## src/design/hcl_pkg.sv

```systemverilog
// ----------------------------------------------------------------------------
// hcl_pkg - shared types and constants for the hex command line parser
// Line store geometry, queue depth, status codes and the beat and result
// structs passed between the front, the queue and the back.
// ----------------------------------------------------------------------------
package hcl_pkg;

  // Line store geometry
  localparam int LINE_DEPTH    = 36;
  localparam int MAX_ARGUMENTS = 3;
  localparam int ADDR_W        = $clog2(LINE_DEPTH);
  localparam int CNT_W         = $clog2(LINE_DEPTH + 1);
  localparam int GROUP_CHARS   = 8;

  // Reported argument slots and pair walk sizing
  localparam int NUM_ARG_OUT   = 3;
  localparam int SLOT_W        = $clog2(NUM_ARG_OUT);
  localparam int PAIRS_MAX     = 1 + 4 * MAX_ARGUMENTS;
  localparam int PAIR_W        = $clog2(PAIRS_MAX + 1);
  localparam int BEAT_W        = $clog2(PAIRS_MAX);

  // Queue between front and back
  localparam int QDEPTH        = 4;
  localparam int Q_AW          = $clog2(QDEPTH);
  localparam int Q_CW          = $clog2(QDEPTH + 1);

  // Character codes and reset values
  localparam logic [7:0] CHAR_CR          = 8'h0D;
  localparam logic [7:0] CHAR_LF          = 8'h0A;
  localparam logic [7:0] DIGIT_OFFSET_RST = 8'd48;
  localparam logic [2:0] ARGC_SAT         = 3'd7;

  typedef enum logic [1:0] {
    ST_OK       = 2'd0,
    ST_NO_CMD   = 2'd1,
    ST_SYNTAX   = 2'd2,
    ST_TOO_MANY = 2'd3
  } hcl_status_e;

  typedef enum logic {
    FS_IDLE,
    FS_WALK
  } hcl_front_state_e;

  typedef logic [NUM_ARG_OUT-1:0][31:0] hcl_args_t;

  // One decoded byte of a line, tagged with the line's classification
  typedef struct packed {
    logic [7:0]  data;
    logic        last;
    hcl_status_e status;
    logic [2:0]  arg_count;
  } hcl_beat_t;

  typedef struct packed {
    logic [7:0]  command_code;
    logic [2:0]  arg_count;
    hcl_args_t   args;
    hcl_status_e status;
  } hcl_result_t;

endpackage

```

## src/design/hex_command_line_parser.sv

```systemverilog
// ----------------------------------------------------------------------------
// hex_command_line_parser - serial command line parser
// Line store, CR LF detection and hex decoding of a command and arguments.
// ----------------------------------------------------------------------------
// Usage:
//   Input channel (in_valid_i / in_ready_o / rx_byte_i) takes one received
//   character per beat. Bytes that do not end a line are taken one per
//   cycle. An LF after CR closes the line and yields one result beat on
//   the output channel (out_valid_o / out_ready_i); other bytes yield none.
//   At a line end the front walks the stored characters in pairs, one pair
//   per cycle while the queue has room, through the two read ports of the
//   line store: 1 + 4 * groups pairs for a well formed line (at most 13),
//   one pair otherwise. Input is held off until the last pair has entered
//   the queue. A four-entry beat queue and the result register decouple
//   the walk from a stalled receiver; the walk pauses when the queue fills
//   and the result holds until taken. cfg_we_i writes digit_offset from
//   cfg_wdata_i, only while idle; the user must keep to that, the block
//   does not enforce it. Reset empties the line store (no clearing pass)
//   and sets digit_offset to the ASCII code of '0'.
// ----------------------------------------------------------------------------
module hex_command_line_parser import hcl_pkg::*; (
  input  logic               clk_i,
  input  logic               rst_ni,
  input  logic               cfg_we_i,
  input  logic [7:0]         cfg_wdata_i,
  input  logic               in_valid_i,
  output logic               in_ready_o,
  input  logic [7:0]         rx_byte_i,
  output logic               out_valid_o,
  input  logic               out_ready_i,
  output logic [7:0]         command_code_o,
  output logic [2:0]         arg_count_o,
  output logic signed [31:0] arg_first_o,
  output logic signed [31:0] arg_second_o,
  output logic signed [31:0] arg_third_o,
  output logic [1:0]         parse_status_o
);

  logic [7:0]  offset_q;
  hcl_beat_t   f_beat, b_beat;
  logic        f_valid, f_ready, b_valid, b_ready;
  hcl_result_t result;

  // Configuration register
  always_ff @(posedge clk_i or negedge rst_ni) begin
    if (!rst_ni) begin
      offset_q <= DIGIT_OFFSET_RST;
    end else if (cfg_we_i) begin
      offset_q <= cfg_wdata_i;
    end
  end

  hcl_front u_front (
    .clk_i          (clk_i),
    .rst_ni         (rst_ni),
    .digit_offset_i (offset_q),
    .in_valid_i     (in_valid_i),
    .in_ready_o     (in_ready_o),
    .rx_byte_i      (rx_byte_i),
    .beat_o         (f_beat),
    .beat_valid_o   (f_valid),
    .beat_ready_i   (f_ready)
  );

  hcl_fifo u_fifo (
    .clk_i        (clk_i),
    .rst_ni       (rst_ni),
    .push_beat_i  (f_beat),
    .push_valid_i (f_valid),
    .push_ready_o (f_ready),
    .pop_beat_o   (b_beat),
    .pop_valid_o  (b_valid),
    .pop_ready_i  (b_ready)
  );

  hcl_back u_back (
    .clk_i        (clk_i),
    .rst_ni       (rst_ni),
    .beat_i       (b_beat),
    .beat_valid_i (b_valid),
    .beat_ready_o (b_ready),
    .result_o     (result),
    .out_valid_o  (out_valid_o),
    .out_ready_i  (out_ready_i)
  );

  // Drive result fields
  assign command_code_o = result.command_code;
  assign arg_count_o    = result.arg_count;
  assign arg_first_o    = signed'(result.args[0]);
  assign arg_second_o   = signed'(result.args[1]);
  assign arg_third_o    = signed'(result.args[2]);
  assign parse_status_o = result.status;

  a_nocmd_zero: assert property (@(posedge clk_i) disable iff (!rst_ni)
    (out_valid_o && (parse_status_o == ST_NO_CMD)) |->
      ((command_code_o == 8'h00) && (arg_count_o == 3'd0) && (arg_first_o == 0)))
    else $error("no-command result carries nonzero fields");

  a_syntax_zero: assert property (@(posedge clk_i) disable iff (!rst_ni)
    (out_valid_o && (parse_status_o == ST_SYNTAX)) |->
      ((arg_count_o == 3'd0) && (arg_first_o == 0) && (arg_second_o == 0)))
    else $error("syntax-error result carries arguments");

endmodule

```

## src/design/hcl_front.sv

```systemverilog
// ----------------------------------------------------------------------------
// hcl_front - byte intake, line store and line classification
// Appends received bytes to a circular line store, detects CR LF, classifies
// the line and walks its stored characters in pairs, emitting decoded bytes.
// ----------------------------------------------------------------------------
module hcl_front import hcl_pkg::*; (
  input  logic        clk_i,
  input  logic        rst_ni,
  input  logic [7:0]  digit_offset_i,
  input  logic        in_valid_i,
  output logic        in_ready_o,
  input  logic [7:0]  rx_byte_i,
  output hcl_beat_t   beat_o,
  output logic        beat_valid_o,
  input  logic        beat_ready_i
);

  function automatic logic [ADDR_W-1:0] wrap_add(input logic [ADDR_W-1:0] a,
                                                 input logic [ADDR_W-1:0] b);
    logic [ADDR_W:0] sum;
    sum = {1'b0, a} + {1'b0, b};
    if (sum >= (ADDR_W + 1)'(LINE_DEPTH)) begin
      sum = sum - (ADDR_W + 1)'(LINE_DEPTH);
    end
    return sum[ADDR_W-1:0];
  endfunction

  hcl_front_state_e  state_q, state_d;
  logic [CNT_W-1:0]  cnt_q, cnt_d;
  logic [ADDR_W-1:0] head_q, head_d;
  logic [7:0]        prev_q, prev_d;
  logic [ADDR_W-1:0] rd_ptr_q, rd_ptr_d;
  logic [PAIR_W-1:0] pairs_q, pairs_d;
  logic              rd_valid_q, rd_valid_d;
  hcl_status_e       status_q, status_d;
  logic [2:0]        argc_q, argc_d;
  logic              zero_q, zero_d;

  logic [7:0]        mem [LINE_DEPTH];
  logic [7:0]        rd0_q, rd1_q;

  logic              in_acc, line_end, wr_en, rd_en, push;
  logic [ADDR_W-1:0] wr_addr;
  logic [CNT_W-1:0]  len, len_m2, groups;
  hcl_status_e       cls_status;
  logic [2:0]        cls_argc;
  logic [PAIR_W-1:0] cls_pairs;
  logic              cls_zero;
  logic [7:0]        hi_val, lo_val;

  assign in_ready_o = (state_q == FS_IDLE);
  assign in_acc     = in_valid_i && in_ready_o;
  assign line_end   = (cnt_q != '0) && (prev_q == CHAR_CR) && (rx_byte_i == CHAR_LF);
  assign wr_addr    = wrap_add(head_q, cnt_q[ADDR_W-1:0]);
  assign wr_en      = in_acc && !line_end;
  assign push       = rd_valid_q && beat_ready_i;

  // Classify the line that ends with the current LF
  always_comb begin
    len    = cnt_q - CNT_W'(1);
    len_m2 = len - CNT_W'(2);
    groups = CNT_W'(len_m2 / GROUP_CHARS);
    if (len < CNT_W'(2)) begin
      cls_status = ST_NO_CMD;
      cls_argc   = '0;
      cls_pairs  = PAIR_W'(1);
      cls_zero   = 1'b1;
    end else if ((len_m2 % GROUP_CHARS) != 0) begin
      cls_status = ST_SYNTAX;
      cls_argc   = '0;
      cls_pairs  = PAIR_W'(1);
      cls_zero   = 1'b0;
    end else if (groups > CNT_W'(MAX_ARGUMENTS)) begin
      cls_status = ST_TOO_MANY;
      cls_argc   = (groups > CNT_W'(ARGC_SAT)) ? ARGC_SAT : groups[2:0];
      cls_pairs  = PAIR_W'(1);
      cls_zero   = 1'b0;
    end else begin
      cls_status = ST_OK;
      cls_argc   = groups[2:0];
      cls_pairs  = PAIR_W'(1) + (PAIR_W'(groups) << 2);
      cls_zero   = 1'b0;
    end
  end

  // Next state: take bytes while idle, walk stored pairs after a line end
  always_comb begin
    state_d    = state_q;
    cnt_d      = cnt_q;
    head_d     = head_q;
    prev_d     = prev_q;
    rd_ptr_d   = rd_ptr_q;
    pairs_d    = pairs_q;
    rd_valid_d = rd_valid_q;
    status_d   = status_q;
    argc_d     = argc_q;
    zero_d     = zero_q;
    rd_en      = 1'b0;
    case (state_q)
      FS_IDLE: begin
        if (in_acc) begin
          if (line_end) begin
            status_d = cls_status;
            argc_d   = cls_argc;
            pairs_d  = cls_pairs;
            zero_d   = cls_zero;
            rd_ptr_d = head_q;
            cnt_d    = '0;
            head_d   = '0;
            state_d  = FS_WALK;
          end else begin
            prev_d = rx_byte_i;
            // drop the oldest byte when the store fills up
            if (cnt_q == CNT_W'(LINE_DEPTH - 1)) begin
              head_d = wrap_add(head_q, ADDR_W'(1));
            end else begin
              cnt_d = cnt_q + CNT_W'(1);
            end
          end
        end
      end
      FS_WALK: begin
        rd_en = (pairs_q != '0) && (!rd_valid_q || push);
        if (rd_en) begin
          rd_ptr_d   = wrap_add(rd_ptr_q, ADDR_W'(2));
          pairs_d    = pairs_q - PAIR_W'(1);
          rd_valid_d = 1'b1;
        end else if (push) begin
          rd_valid_d = 1'b0;
        end
        if (push && (pairs_q == '0)) begin
          state_d = FS_IDLE;
        end
      end
      default: begin
        state_d = FS_IDLE;
      end
    endcase
  end

  always_ff @(posedge clk_i or negedge rst_ni) begin
    if (!rst_ni) begin
      state_q    <= FS_IDLE;
      cnt_q      <= '0;
      head_q     <= '0;
      prev_q     <= '0;
      rd_ptr_q   <= '0;
      pairs_q    <= '0;
      rd_valid_q <= 1'b0;
      status_q   <= ST_OK;
      argc_q     <= '0;
      zero_q     <= 1'b0;
    end else begin
      state_q    <= state_d;
      cnt_q      <= cnt_d;
      head_q     <= head_d;
      prev_q     <= prev_d;
      rd_ptr_q   <= rd_ptr_d;
      pairs_q    <= pairs_d;
      rd_valid_q <= rd_valid_d;
      status_q   <= status_d;
      argc_q     <= argc_d;
      zero_q     <= zero_d;
    end
  end

  // Line store: one write port, two registered read ports for a pair
  always_ff @(posedge clk_i) begin
    if (wr_en) begin
      mem[wr_addr] <= rx_byte_i;
    end
    if (rd_en) begin
      rd0_q <= mem[rd_ptr_q];
      rd1_q <= mem[wrap_add(rd_ptr_q, ADDR_W'(1))];
    end
  end

  // Decode the held pair into one byte
  assign hi_val = rd0_q - digit_offset_i;
  assign lo_val = rd1_q - digit_offset_i;

  assign beat_valid_o     = rd_valid_q;
  assign beat_o.data      = zero_q ? 8'h00 : ({hi_val[3:0], 4'h0} + lo_val);
  assign beat_o.last      = (pairs_q == '0);
  assign beat_o.status    = status_q;
  assign beat_o.arg_count = argc_q;

  a_cnt_bound: assert property (@(posedge clk_i) disable iff (!rst_ni)
    cnt_q < CNT_W'(LINE_DEPTH))
    else $error("line store fill count reached depth");

  a_idle_clean: assert property (@(posedge clk_i) disable iff (!rst_ni)
    (state_q == FS_IDLE) |-> (!rd_valid_q && (pairs_q == '0)))
    else $error("pair walk left work pending on return to idle");

  a_walk_closes: assert property (@(posedge clk_i) disable iff (!rst_ni)
    (push && (pairs_q == '0)) |=> (state_q == FS_IDLE))
    else $error("last beat pushed without ending the walk");

endmodule

```

## src/design/hcl_fifo.sv

```systemverilog
// ----------------------------------------------------------------------------
// hcl_fifo - short beat queue between front and back
// Flop based queue of decoded beats so each side can stall on its own.
// ----------------------------------------------------------------------------
module hcl_fifo import hcl_pkg::*; (
  input  logic      clk_i,
  input  logic      rst_ni,
  input  hcl_beat_t push_beat_i,
  input  logic      push_valid_i,
  output logic      push_ready_o,
  output hcl_beat_t pop_beat_o,
  output logic      pop_valid_o,
  input  logic      pop_ready_i
);

  hcl_beat_t       slots_q [QDEPTH];
  logic [Q_AW-1:0] wr_ptr_q, wr_ptr_d;
  logic [Q_AW-1:0] rd_ptr_q, rd_ptr_d;
  logic [Q_CW-1:0] cnt_q, cnt_d;
  logic            do_push, do_pop;

  assign push_ready_o = (cnt_q != Q_CW'(QDEPTH));
  assign pop_valid_o  = (cnt_q != '0);
  assign pop_beat_o   = slots_q[rd_ptr_q];
  assign do_push      = push_valid_i && push_ready_o;
  assign do_pop       = pop_valid_o && pop_ready_i;

  // Advance pointers and occupancy
  always_comb begin
    wr_ptr_d = wr_ptr_q;
    rd_ptr_d = rd_ptr_q;
    cnt_d    = cnt_q;
    if (do_push) begin
      wr_ptr_d = (wr_ptr_q == Q_AW'(QDEPTH - 1)) ? '0 : wr_ptr_q + Q_AW'(1);
    end
    if (do_pop) begin
      rd_ptr_d = (rd_ptr_q == Q_AW'(QDEPTH - 1)) ? '0 : rd_ptr_q + Q_AW'(1);
    end
    if (do_push && !do_pop) begin
      cnt_d = cnt_q + Q_CW'(1);
    end else if (do_pop && !do_push) begin
      cnt_d = cnt_q - Q_CW'(1);
    end
  end

  always_ff @(posedge clk_i or negedge rst_ni) begin
    if (!rst_ni) begin
      wr_ptr_q <= '0;
      rd_ptr_q <= '0;
      cnt_q    <= '0;
    end else begin
      wr_ptr_q <= wr_ptr_d;
      rd_ptr_q <= rd_ptr_d;
      cnt_q    <= cnt_d;
    end
  end

  // Hold beat payloads
  always_ff @(posedge clk_i) begin
    if (do_push) begin
      slots_q[wr_ptr_q] <= push_beat_i;
    end
  end

endmodule

```

## src/design/hcl_back.sv

```systemverilog
// ----------------------------------------------------------------------------
// hcl_back - result assembly
// Collects decoded beats into the command byte and argument words and
// presents one result per line through an output register.
// ----------------------------------------------------------------------------
module hcl_back import hcl_pkg::*; (
  input  logic        clk_i,
  input  logic        rst_ni,
  input  hcl_beat_t   beat_i,
  input  logic        beat_valid_i,
  output logic        beat_ready_o,
  output hcl_result_t result_o,
  output logic        out_valid_o,
  input  logic        out_ready_i
);

  logic [BEAT_W-1:0] idx_q, idx_d;
  logic              out_valid_q, out_valid_d;
  logic [7:0]        cmd_q;
  hcl_args_t         arg_q;
  hcl_result_t       res_q;

  logic              acc;
  logic [7:0]        cmd_w;
  hcl_args_t         arg_w;
  logic [BEAT_W-1:0] slot;

  assign beat_ready_o = !out_valid_q || out_ready_i;
  assign acc          = beat_valid_i && beat_ready_o;

  // Command byte from the first beat; later beats shift into an argument word
  always_comb begin
    cmd_w = (idx_q == '0) ? beat_i.data : cmd_q;
    arg_w = (idx_q == '0) ? '0 : arg_q;
    slot  = (idx_q - BEAT_W'(1)) >> 2;
    if ((idx_q != '0) && (slot < BEAT_W'(NUM_ARG_OUT))) begin
      arg_w[slot[SLOT_W-1:0]] = {arg_w[slot[SLOT_W-1:0]][23:0], beat_i.data};
    end
  end

  // Beat counter and output valid
  always_comb begin
    idx_d       = idx_q;
    out_valid_d = out_valid_q;
    if (out_ready_i) begin
      out_valid_d = 1'b0;
    end
    if (acc) begin
      if (beat_i.last) begin
        idx_d       = '0;
        out_valid_d = 1'b1;
      end else begin
        idx_d = idx_q + BEAT_W'(1);
      end
    end
  end

  always_ff @(posedge clk_i or negedge rst_ni) begin
    if (!rst_ni) begin
      idx_q       <= '0;
      out_valid_q <= 1'b0;
    end else begin
      idx_q       <= idx_d;
      out_valid_q <= out_valid_d;
    end
  end

  // Hold working words and load the result on the last beat
  always_ff @(posedge clk_i) begin
    if (acc) begin
      cmd_q <= cmd_w;
      arg_q <= arg_w;
      if (beat_i.last) begin
        res_q.command_code <= cmd_w;
        res_q.arg_count    <= beat_i.arg_count;
        res_q.args         <= arg_w;
        res_q.status       <= beat_i.status;
      end
    end
  end

  assign result_o    = res_q;
  assign out_valid_o = out_valid_q;

endmodule

```

## config.mk

```make
export PLATFORM = sky130hd
export DESIGN_NAME = hex_command_line_parser
export DESIGN_NICKNAME = d
export VERILOG_FILES = /design/src/design/hcl_pkg.sv /design/src/design/hex_command_line_parser.sv /design/src/design/hcl_front.sv /design/src/design/hcl_fifo.sv /design/src/design/hcl_back.sv
export SDC_FILE = /design/constraint.sdc
export NUM_CORES = 1
export LEC_CHECK = 0
export ABC_CLOCK_PERIOD_IN_PS = 6200
export BUFFER_PORTS_ARGS = -buffer_cell sky130_fd_sc_hd__buf_2
export CORE_UTILIZATION = 60
export CTS_CLUSTER_DIAMETER = 200
export DETAILED_ROUTE_END_ITERATION = 8
export GPL_ROUTABILITY_DRIVEN = 0
export GPL_TIMING_DRIVEN = 0
export PLACE_DENSITY_LB_ADDON = 0.12
export SYNTH_ARGS = -nofsm -noshare
export SYNTH_HDL_FRONTEND = slang
export SYNTH_HIERARCHICAL = 1
export SYNTH_SLANG_ARGS = --single-unit
```

## constraint.sdc

```tcl
create_clock -name clk_i -period 6.2 [get_ports clk_i]
set_input_delay 0.31 -clock clk_i [delete_from_list [all_inputs] [get_ports clk_i]]
set_output_delay 0.31 -clock clk_i [all_outputs]
set_load 0.01 [all_outputs]
```

# After elaboration in Yosys (flattened, before gate mapping)
# Memory sizes are Yosys's and may differ from the RTL's. A register that Yosys moved wholly into a read port is not among the register bits.
# Cells that the tools add are included.
[word_totals] ff_bits=271 ramBits=344 in_bits=21 output_inout_bits=111 wordCells=164 memories=2
[op_classes] n_addsub=22 order_cmp=10 eq_ne=10 mux=56 bitwise=2 n_reduce_logical=36
[memory_table] memory="u_front.mem" words=36 word_bits=8 read_ports=2 rd_ports_with_merged_regs=2 write_ports=1 line="hcl_front.sv:39" text="logic [7:0] mem [LINE_DEPTH];"
[memory_table] memory="u_fifo.slots_q" words=4 word_bits=14 read_ports=1 rd_ports_with_merged_regs=0 write_ports=1 line="hcl_fifo.sv:16" text="hcl_beat_t slots_q [QDEPTH];"
[op_table] operator="96-bit 2-to-1 mux" n=2
[op_table] operator="96-bit bitwise mux" n=1
[op_table] operator="6-bit 2-to-1 mux" n=12
[op_table] operator="32-bit binary-select mux with 2-bit select" n=1
[op_table] operator="32-bit demux with 2-bit select" n=1
[op_table] operator="32-bit 2-to-1 mux" n=1
[op_table] operator="32-bit nonzero test" n=1
[op_table] operator="7-bit by 6-bit greater-or-equal comparator with 1-bit output, second input constant" n=4
[op_table] operator="4-bit 2-to-1 mux" n=7
[op_table] operator="24-bit 2-to-1 mux" n=1
[op_table] operator="6-bit subtractor, second input constant" n=4
[op_table] operator="3-bit 2-to-1 mux" n=6
[op_table] operator="8-bit by 4-bit == test with 1-bit output, second input constant" n=2
[op_table] operator="8-bit 2-to-1 mux" n=2
[op_table] operator="3-bit AND reduction" n=5
[op_table] operator="6-bit by 1-bit adder with 7-bit output, second input constant" n=2
[op_table] operator="1-bit 2-to-1 mux" n=14
[op_table] operator="1-bit logical AND" n=12
[op_table] operator="6-bit one-hot mux with 2 select lines" n=1
[op_table] operator="2-bit 2-to-1 mux" n=5
[op_table] operator="8-bit adder" n=1
[op_table] operator="4-bit zero test" n=2
[op_table] operator="4-bit one-hot mux with 2 select lines" n=1
[op_table] operator="4-bit nonzero test" n=2
[op_table] operator="other kinds (32)" n=46

# Longest topological paths before layout
# Gate-level depths: netlist (run 1).
[depth] word_depth=9 mapped_depth=14 depth_no_buf=13

# Cells and area by module
# The synthesis (run 1) kept the hierarchy.
[by_module_without_submodules] mod="hcl_front" n_inst=1 cells_per_inst=1135 area_per_inst_um2=17037.6 seq_area_each_um2=9959.6
[by_module_without_submodules] mod="hcl_back" n_inst=1 cells_per_inst=779 area_per_inst_um2=10428.8 seq_area_each_um2=6521.3
[by_module_without_submodules] mod="hcl_fifo" n_inst=1 cells_per_inst=109 area_per_inst_um2=2458.6 seq_area_each_um2=1856.8
[by_module_without_submodules] mod="hex_command_line_parser" n_inst=1 cells_per_inst=17 area_per_inst_um2=334.1 seq_area_each_um2=202.7

# Worst setup path after synthesis (run 1)
# OpenSTA, ideal clock, no wires.
[synth_path] path_type="reg2reg" start="register u_fifo.rd_ptr_q[0]" end="register u_back.res_q (netlist bit u_back/result_o[0]), enable pin" setup_ns=0.481 t_arrival_ns=3.709 t_required_ns=5.719 slack_ns=2.010 stages_incl_launch_ff=5 n_path_buf=2 period_less_slack_ns=4.190 path_cell_list="dfrtp_1 buf_2 buf_4 mux4_2 and3_1"
[synth_rtl] item="start, declared" line="hcl_fifo.sv:18" text="logic [Q_AW-1:0] rd_ptr_q, rd_ptr_d;"
[synth_rtl] item="start signal, assigned" line="hcl_fifo.sv:53" text="rd_ptr_q <= rd_ptr_d;"
[synth_rtl] item="end, declared" line="hcl_back.sv:21" text="hcl_result_t res_q;"

# Final worst setup path (run 1)
[layout_path] start="register u_front.rd_ptr_q[0]" end="register u_front.rd1_q[6], read port of u_front.mem, data pin"
[layout_between] elab_chain_len=4
[layout_lines] item="start, declared" line="hcl_front.sv:32" text="logic [ADDR_W-1:0] rd_ptr_q, rd_ptr_d;"
[layout_lines] item="start signal, assigned" line="hcl_front.sv:158" text="rd_ptr_q <= rd_ptr_d;"
[layout_lines] item="6-bit by 1-bit adder with 7-bit output (*)" line="hcl_front.sv:21" text="sum = {1'b0, a} + {1'b0, b};"
[layout_lines] item="6-bit subtractor or 7-bit by 6-bit greater-or-equal comparator with 1-bit output (tied branches)" line="hcl_front.sv:23, hcl_front.sv:22"
[layout_lines] item="6-bit 2-to-1 mux (*)" line="hcl_front.sv:22" text="if (sum >= (ADDR_W + 1)'(LINE_DEPTH)) begin"
[layout_lines] item="6-bit 2-to-1 mux (*)" line="hcl_front.sv:172" text="if (rd_en) begin"
[layout_lines] item="end, declared" line="hcl_front.sv:40" text="logic [7:0] rd0_q, rd1_q;"
# Every way passes the cells marked *; elsewhere a longest branch is shown, timed or not. The select of a mux whose other input is x is not followed.
# A chain may end at the register's enable or synchronous reset.

==> results.py, run 1 <==
metrics = {
    "synthesis": {
        "seq_area_frac_synth_pct": 61.3,
        "ys_seq_elements": 627,
        "ys_warn_count": 6,
        "synth_cell_type_count": 86,
        "yosys.area.top_type": "edfxtp_1",
        "synth_flop_cell": "edfxtp_1",
        "ys_async_sr_fraction_pct": 9.25,
        "avgSynthCellArea_um2": 14.8,
        "synth_cells": 2040,
        "ys_top_cells_by_area": "edfxtp_1, mux4_2, dfrtp_1",
        "synth-edff-count": 569,
        "synth_top_area_share_pct": 56.5,
        "synth_area_um2": 30300,
        "syn_nets": 2114,
    },
    "pwr": {
        "peakVddDrop_uv": 265,
        "power_density_nw_per_um2": 259,
        "total_power_mw": 8.86,
        "p_leak_nw": 11.9,
    },
    "run_status": {
        "status": "complete, no violations",
    },
    "route": {
        "dr.pass1.iters": 5,
        "vias_per_cell": 6.62,
        "final_antenna_net_count": 0,
        "drc": 0,
        "vias": 19600,
        "drt_iter0_drc": 1890,
        "drt-total-wl_mm": 73.8,
        "wl_per_cell_um": 24.9,
    },
    "sta": {
        "rsz0062_at_grt": "false",
        "slew_headroom_pct": 12.3,
        "tns_ns": 0,
        "whs_ns": 0.0482,
        "setup_ws_ns": 0.198,
        "period_share_pct": 96.8,
        "drv_slew": 0,
        "finalCriticalPeriod_ns": 6.00,
        "final_hold_viol_count": 0,
        "clock.fmax_mhz": 167,
        "setup_viol": 0,
        "worstMarginPinSlew_ns": 1.31,
        "fin_skew_ns": 0.0192,
    },
    "job": {
        "cap_viol_max_count": 0,
    },
    "critical_path": {
        "endpoint_kind": "register",
        "start_kind": "register",
        "crit_path_end": "u_front/rd1_q[6]",
        "path_cells": "buf_4, buf_4, buf_1, buf_1, inv_1, ha_1, clkbuf_1, buf_1, clkbuf_1, mux4_2, mux2i_1, mux2i_1, nand3_1, a41oi_2",
        "max_stage_delay_ns": 0.77,
        "reg2reg_to": "u_front/rd1_q[6]",
        "critPathKind": "register to register",
        "cp.depth": 14,
        "worstPathMaxFanout": 10,
        "worst-r2r-cell-count": 14,
        "cp.buffers_inverters": 8,
        "crit_path_start": "u_front/rd_ptr_q[0]",
        "worstPathRequired_ns": 6.49,
        "r2r-start": "u_front/rd_ptr_q[0]",
        "crit_arrival_ns": 6.29,
        "cpMostUsedCell": "buf_1",
        "slowest_stage": "buf_1",
        "r2r_slack_ns": 0.20,
        "crit_family": "buffers and inverters",
    },
    "cells_and_area": {
        "area_growth_pct": 12.9,
        "fillers": 3383,
        "final_layout_size_suffix_gt1_share_pct": 22.6,
        "finalCoreUtilization_pct": 69.2,
        "final_cell_mix": "edfxtp_1, buf_2, mux4_2",
        "final_nets": 2325,
        "layout_commonest_cell": "edfxtp_1",
    },
    "global_routing": {
        "grt_pass1_vias": 19000,
        "grt-ovfl-total": 0,
        "antenna_found_initial": 1,
        "grt_pass1_wl_mm": 112,
        "grt_max_degree": 68,
        "grt_usage_pct": 29.2,
    },
    "floorplan": {
        "die_h_um": 227,
        "io_pins": 132,
        "die-width_um": 227,
        "start_util_pct": 61.3,
        "rows": 81,
        "die-area_um2": 51300,
        "coreArea_um2": 49400,
    },
    "clock_tree": {
        "clockBufferDepth": 3,
        "post-cts-setup-buffers": 0,
        "htreeDepth": 3,
        "clock_latency_ns": 0.60,
        "cts_tree": "built",
        "numCtsBuffers": 68,
        "clk_pin_slew_ns": 0.06,
        "cts_sinks": 627,
        "cts_root_buffer": "clkbuf_16",
    },
    "placement": {
        "place_hpwl_mm": 49.4,
        "dp_slack_ns": 0.224,
        "io_buffers": 130,
    },
    "hold_path": {
        "hold_path.class": "primary input to register",
    },
}
## how the worst min path moves through the flow
stage	start	endpoint	slack (ns)	depth (start not counted)
floorplan	rst_ni	offset_q[0]	0.01	0
global placement	u_fifo/cnt_q[2]	u_fifo/cnt_q[2]	0.47	1
detailed placement	u_fifo/cnt_q[2]	u_fifo/cnt_q[2]	0.48	1
CTS	cfg_wdata_i[7]	offset_q[7]	0.006	2
global route	cfg_wdata_i[7]	offset_q[7]	0.02	2
finish	cfg_wdata_i[7]	offset_q[7]	0.05	2
## per-stage QoR
step / area, µm² / instances
2_1_floorplan: 30300 / 2040
3_3_place_gp: 31700 / 2834
3_5_place_dp: 31800 / 2837
4_1_cts: 34100 / 2965
5_1_grt: 34200 / 2966
6_report: 34200 / 2967
## cells in the mapped netlist, drive strengths merged (3+ instances only)
cell type	n
a22o	35
a21o	9
xor2	14
nor2	102
or3	10
edfxtp	569
a211o	9
nand3	51
clkbuf	61
nor3	31
o22ai	6
nor4	3
nand3b	44
o221ai	27
a22oi	3
fa	7
nor2b	41
nand2b	8
mux2i	98
and3	15
o21a	3
a31oi	7
mux4	118
ha	46
nor3b	3
a41oi	8
buf	76
a311oi	5
dfrtp	56
a21oi	71
o211ai	6
a221o	82
and2	38
o21ai	65
xnor2	19
a221oi	25
mux2	62
nand4	5
inv	70
o31ai	7
nand2	94
## state kept, by name, summed over array words and instances (netlist names), 2 cells and up
name,count
u_fifo/slots_q,56
u_front/prev_q,8
u_back/idx_q,4
u_front/rd_ptr_q,6
u_back/cmd_q,8
u_fifo/rd_ptr_q,2
u_back/arg_q,96
u_front/argc_q,3
u_fifo/wr_ptr_q,2
u_fifo/cnt_q,3
u_front/mem,288
offset_q,8
u_back/result_o,109
u_front/rd1_q,8
u_front/rd0_q,4
u_front/cnt_q,6
u_front/status_q,2
u_front/pairs_q,4
u_front/head_q,6
## per-layer routing
layer  vias to the layer above  track usage [%]  wire [µm]  share of wire (%)
met4                         0             10.1       2510                3.4
met1                      9960             38.1      29200                 40
met5                         -                0          0                  0
met2                       962             49.6      36800                 50
li1                       8539                -          -                  -
met3                       187             5.05       5370                7.3
## final cells by class
type	count	area, µm²	share of cell area (%)
buffer	137	686	2.01
multi-input combinational	1205	10800	31.6
inverter	71	267	0.780
tap	664	831	2.43
clock buffer	88	1880	5.51
timing repair buffer	141	800	2.34
sequential	627	18500	54.3
antenna	1	2.50	0.00733
clock inverter	33	353	1.03
## what timing repair did
action	in CTS	in global routing
endpoints found under the setup margin	0	0
hold endpoints to repair	7	56
resized for setup	0	0
hold buffers	7	1
## worst reg2reg max path: cells and delay by family, from the launching register on
kind	cells	cell delay (ns)
flip-flops	1	0.41
AO/OA/AOI/OAI	1	0.16
adder cells (fa/ha/maj)	1	0.34
multiplexers	3	0.75
AND/OR/NAND/NOR	1	0.19
buffers and inverters	8	3.85
## report_power, final
group	internal (mW)	switching, mW
Clock	2.43	1.62
Combinational	0.0667	0.127
Sequential	4.61	0.00592
Total	7.11	1.75
## cells by family (layout without fill, tap and decap cells)
kind of cell    count (synthesis)  after routing  share of synthesized area, %
compound gates                385            385                          9.87
other cells                     0              1                             0
mux                           278            278                          14.5
flops                         627            627                          61.3
buf+inv                       208            470                          3.15
simple gates                  456            456                          7.91
xor+xnor                       33             33                         0.980
fa+ha+maj                      53             53                          2.37
No activity file was read; power rests on OpenSTA's default activity.
==> run 2: changes to the inputs <==
ABC_CLOCK_PERIOD_IN_PS = 6900   (was 6200)
CAP_MARGIN = 30   (was unset)
SETUP_SLACK_MARGIN = 0.4   (was unset)
clock period = 6.9 ns   (was 6.2 ns; I/O delays follow)
==> run 2 against run 1 <==
Effect of this change:
- largest power group unchanged
- hold slack improved by 0.017 ns
- global-route usage up 0.17 points
- first-iteration DRC count up 8.3%
- die area unchanged
- flip-flop and latch count unchanged
- combinational power is 9.8% lower
- non-clock buffer count is 9 higher
==> results.py, run 2 (synthesis gave the netlist of run 1 again) <==
metrics = {
    "run_status": {
        "status": "complete, no violations",
    },
    "clock_tree": {
        "clock_latency_ns": 0.61,
        "cts_resized": 0,
        "cts_tree": "built",
        "post-cts-setup-buffers": 0,
        "clk_pin_slew_ns": 0.06,
        "cts-hold-fix-buffers": 8,
        "clockBufferDepth": 3,
        "cts_root_buffer": "clkbuf_16",
        "cts_sinks": 627,
        "numCtsBuffers": 67,
        "htreeDepth": 3,
    },
    "hold_path": {
        "hold_path.class": "primary input to register",
    },
    "floorplan": {
        "io_pins": 132,
        "start_util_pct": 61.3,
        "rows": 81,
        "die-width_um": 227,
        "die-area_um2": 51300,
        "die_h_um": 227,
        "coreArea_um2": 49400,
    },
    "cells_and_area": {
        "final_nets": 2333,
        "largest_reg_flops": 288,
        "final_cell_mix": "edfxtp_1, buf_2, mux4_2",
        "diodes": 0,
        "regMostFlops": "u_front/mem",
        "final_layout_size_suffix_gt1_share_pct": 23.0,
        "fillers": 3359,
        "finalNonFillerCells": 2976,
        "layout_commonest_cell": "edfxtp_1",
        "area_growth_pct": 13.2,
    },
    "pwr": {
        "peakVddDrop_uv": 234,
        "power_density_nw_per_um2": 233,
        "p_leak_nw": 11.9,
    },
    "critical_path": {
        "max_stage_delay_ns": 0.75,
        "start_kind": "register",
        "worstPathRequired_ns": 7.19,
        "crit_arrival_ns": 6.18,
        "path_cells": "buf_4, buf_4, buf_1, buf_1, inv_1, ha_1, clkbuf_1, buf_1, clkbuf_1, mux4_2, mux2i_1, mux2i_1, nand3_1, a41oi_2",
        "worstPathMaxFanout": 10,
        "critPathKind": "register to register",
        "slowest_stage": "buf_1",
        "endpoint_kind": "register",
        "cpMostUsedCell": "buf_1",
    },
    "route": {
        "final_antenna_net_count": 0,
        "vias": 19600,
        "drc": 0,
        "wl_per_cell_um": 24.8,
        "drt-total-wl_mm": 73.7,
        "drt_iter0_drc": 2047,
        "vias_per_cell": 6.59,
        "dr.pass1.iters": 5,
    },
    "placement": {
        "dp_slack_ns": 0.955,
        "io_buffers": 130,
        "place_hpwl_mm": 49.6,
        "placed_cells": 2844,
    },
    "sta": {
        "setup_viol": 0,
        "final_hold_viol_count": 0,
        "period_share_pct": 85.4,
        "clock.fmax_mhz": 170,
        "tns_ns": 0,
        "finalCriticalPeriod_ns": 5.89,
        "rsz0062_at_grt": "false",
        "worstMarginPinSlew_ns": 1.07,
        "slew_headroom_pct": 28.7,
        "drv_slew": 0,
        "fin_skew_ns": 0.0275,
        "setup_ws_ns": 1.01,
    },
    "global_routing": {
        "grt_pass1_wl_mm": 112,
        "grt-ovfl-total": 0,
        "grt_max_degree": 68,
        "grt_pass1_vias": 19100,
        "grt_usage_pct": 29.4,
        "antenna_found_initial": 0,
    },
    "job": {
        "cap_viol_max_count": 0,
    },
}
run 2: cell types whose count changed in the layout (fill, tap and decap cells not counted), sizes merged:
| cell | before | now |
|---|---|---|
| buf | 209 | 218 |
| bufinv | 7 | 8 |
| clkbuf | 149 | 142 |
| clkinvlp | 2 | 6 |
| diode | 1 | 0 |
| inv | 71 | 74 |
run 2: area by class of cell:
type                       count  area, µm²  share of cell area (%)
clock buffer                  81       1800                    5.26
tap                          664        831                    2.43
multi-input combinational   1205      10800                    31.5
inverter                      71        267                   0.778
sequential                   627      18500                    54.1
buffer                       137        686                    2.00
clock inverter                41        454                    1.33
timing repair buffer         150        880                    2.57
run 2: report_power, final:
group	internal, mW	switching, mW
clock network	2.18	1.49
logic	0.0607	0.114
registers	4.14	0.00532
run 2: metal layers:
| layer | share of wire [%] | GRT usage (%) | vias to the layer above |
|---|---|---|---|
| met4 | 3.5 | 11.2 | 0 |
| met1 | 39 | 38.7 | 9903 |
| met3 | 7.4 | 4.69 | 171 |
| met2 | 50 | 49.3 | 991 |
| li1 | - | - | 8561 |
| met5 | 0 | 0 | - |
run 2: final timing paths:
| kind | slack [ns] | cells past startpoint | to | start |
|---|---|---|---|---|
| min | 0.06 | 2 | offset_q[7] | cfg_wdata_i[7] |
| max in group asynchronous | 5.97 | 3 | offset_q[5] | rst_ni |
| min in group asynchronous | 0.28 | 2 | u_front/head_q[0] | rst_ni |
| max | 1.01 | 14 | u_front/rd1_q[6] | u_front/rd_ptr_q[0] |
| min reg2reg | 0.50 | 1 | u_front/prev_q[0] | u_front/prev_q[0] |
| max reg2reg | 1.01 | 14 | u_front/rd1_q[6] | u_front/rd_ptr_q[0] |
run 2: metrics by stage:
| stage | instance area, µm² | hold slack [ns] | total power [mW] | util, % |
|---|---|---|---|---|
| final | 34200 | 0.0647 | 7.99 | 69.4 |
| after global routing | 34200 | 0.0328 | 8.19 | 69.4 |
| after global placement | 31700 | 0.468 | 4.39 | 64.3 |
| after CTS | 34200 | 0.0272 | 8.04 | 69.4 |
| after detailed placement | 31900 | 0.364 | 4.40 | 64.6 |
| after floorplan | 30300 | 0.0494 | 4.33 | - |
run 2: worst max-delay path, delay by kind of cell, from the launching register on:
| kind | cells | cell delay, ns |
|---|---|---|
| buf+inv | 8 | 3.77 |
| mux | 3 | 0.75 |
| flops | 1 | 0.40 |
| fa+ha+maj | 1 | 0.32 |
| simple gates | 1 | 0.17 |
| compound gates | 1 | 0.15 |
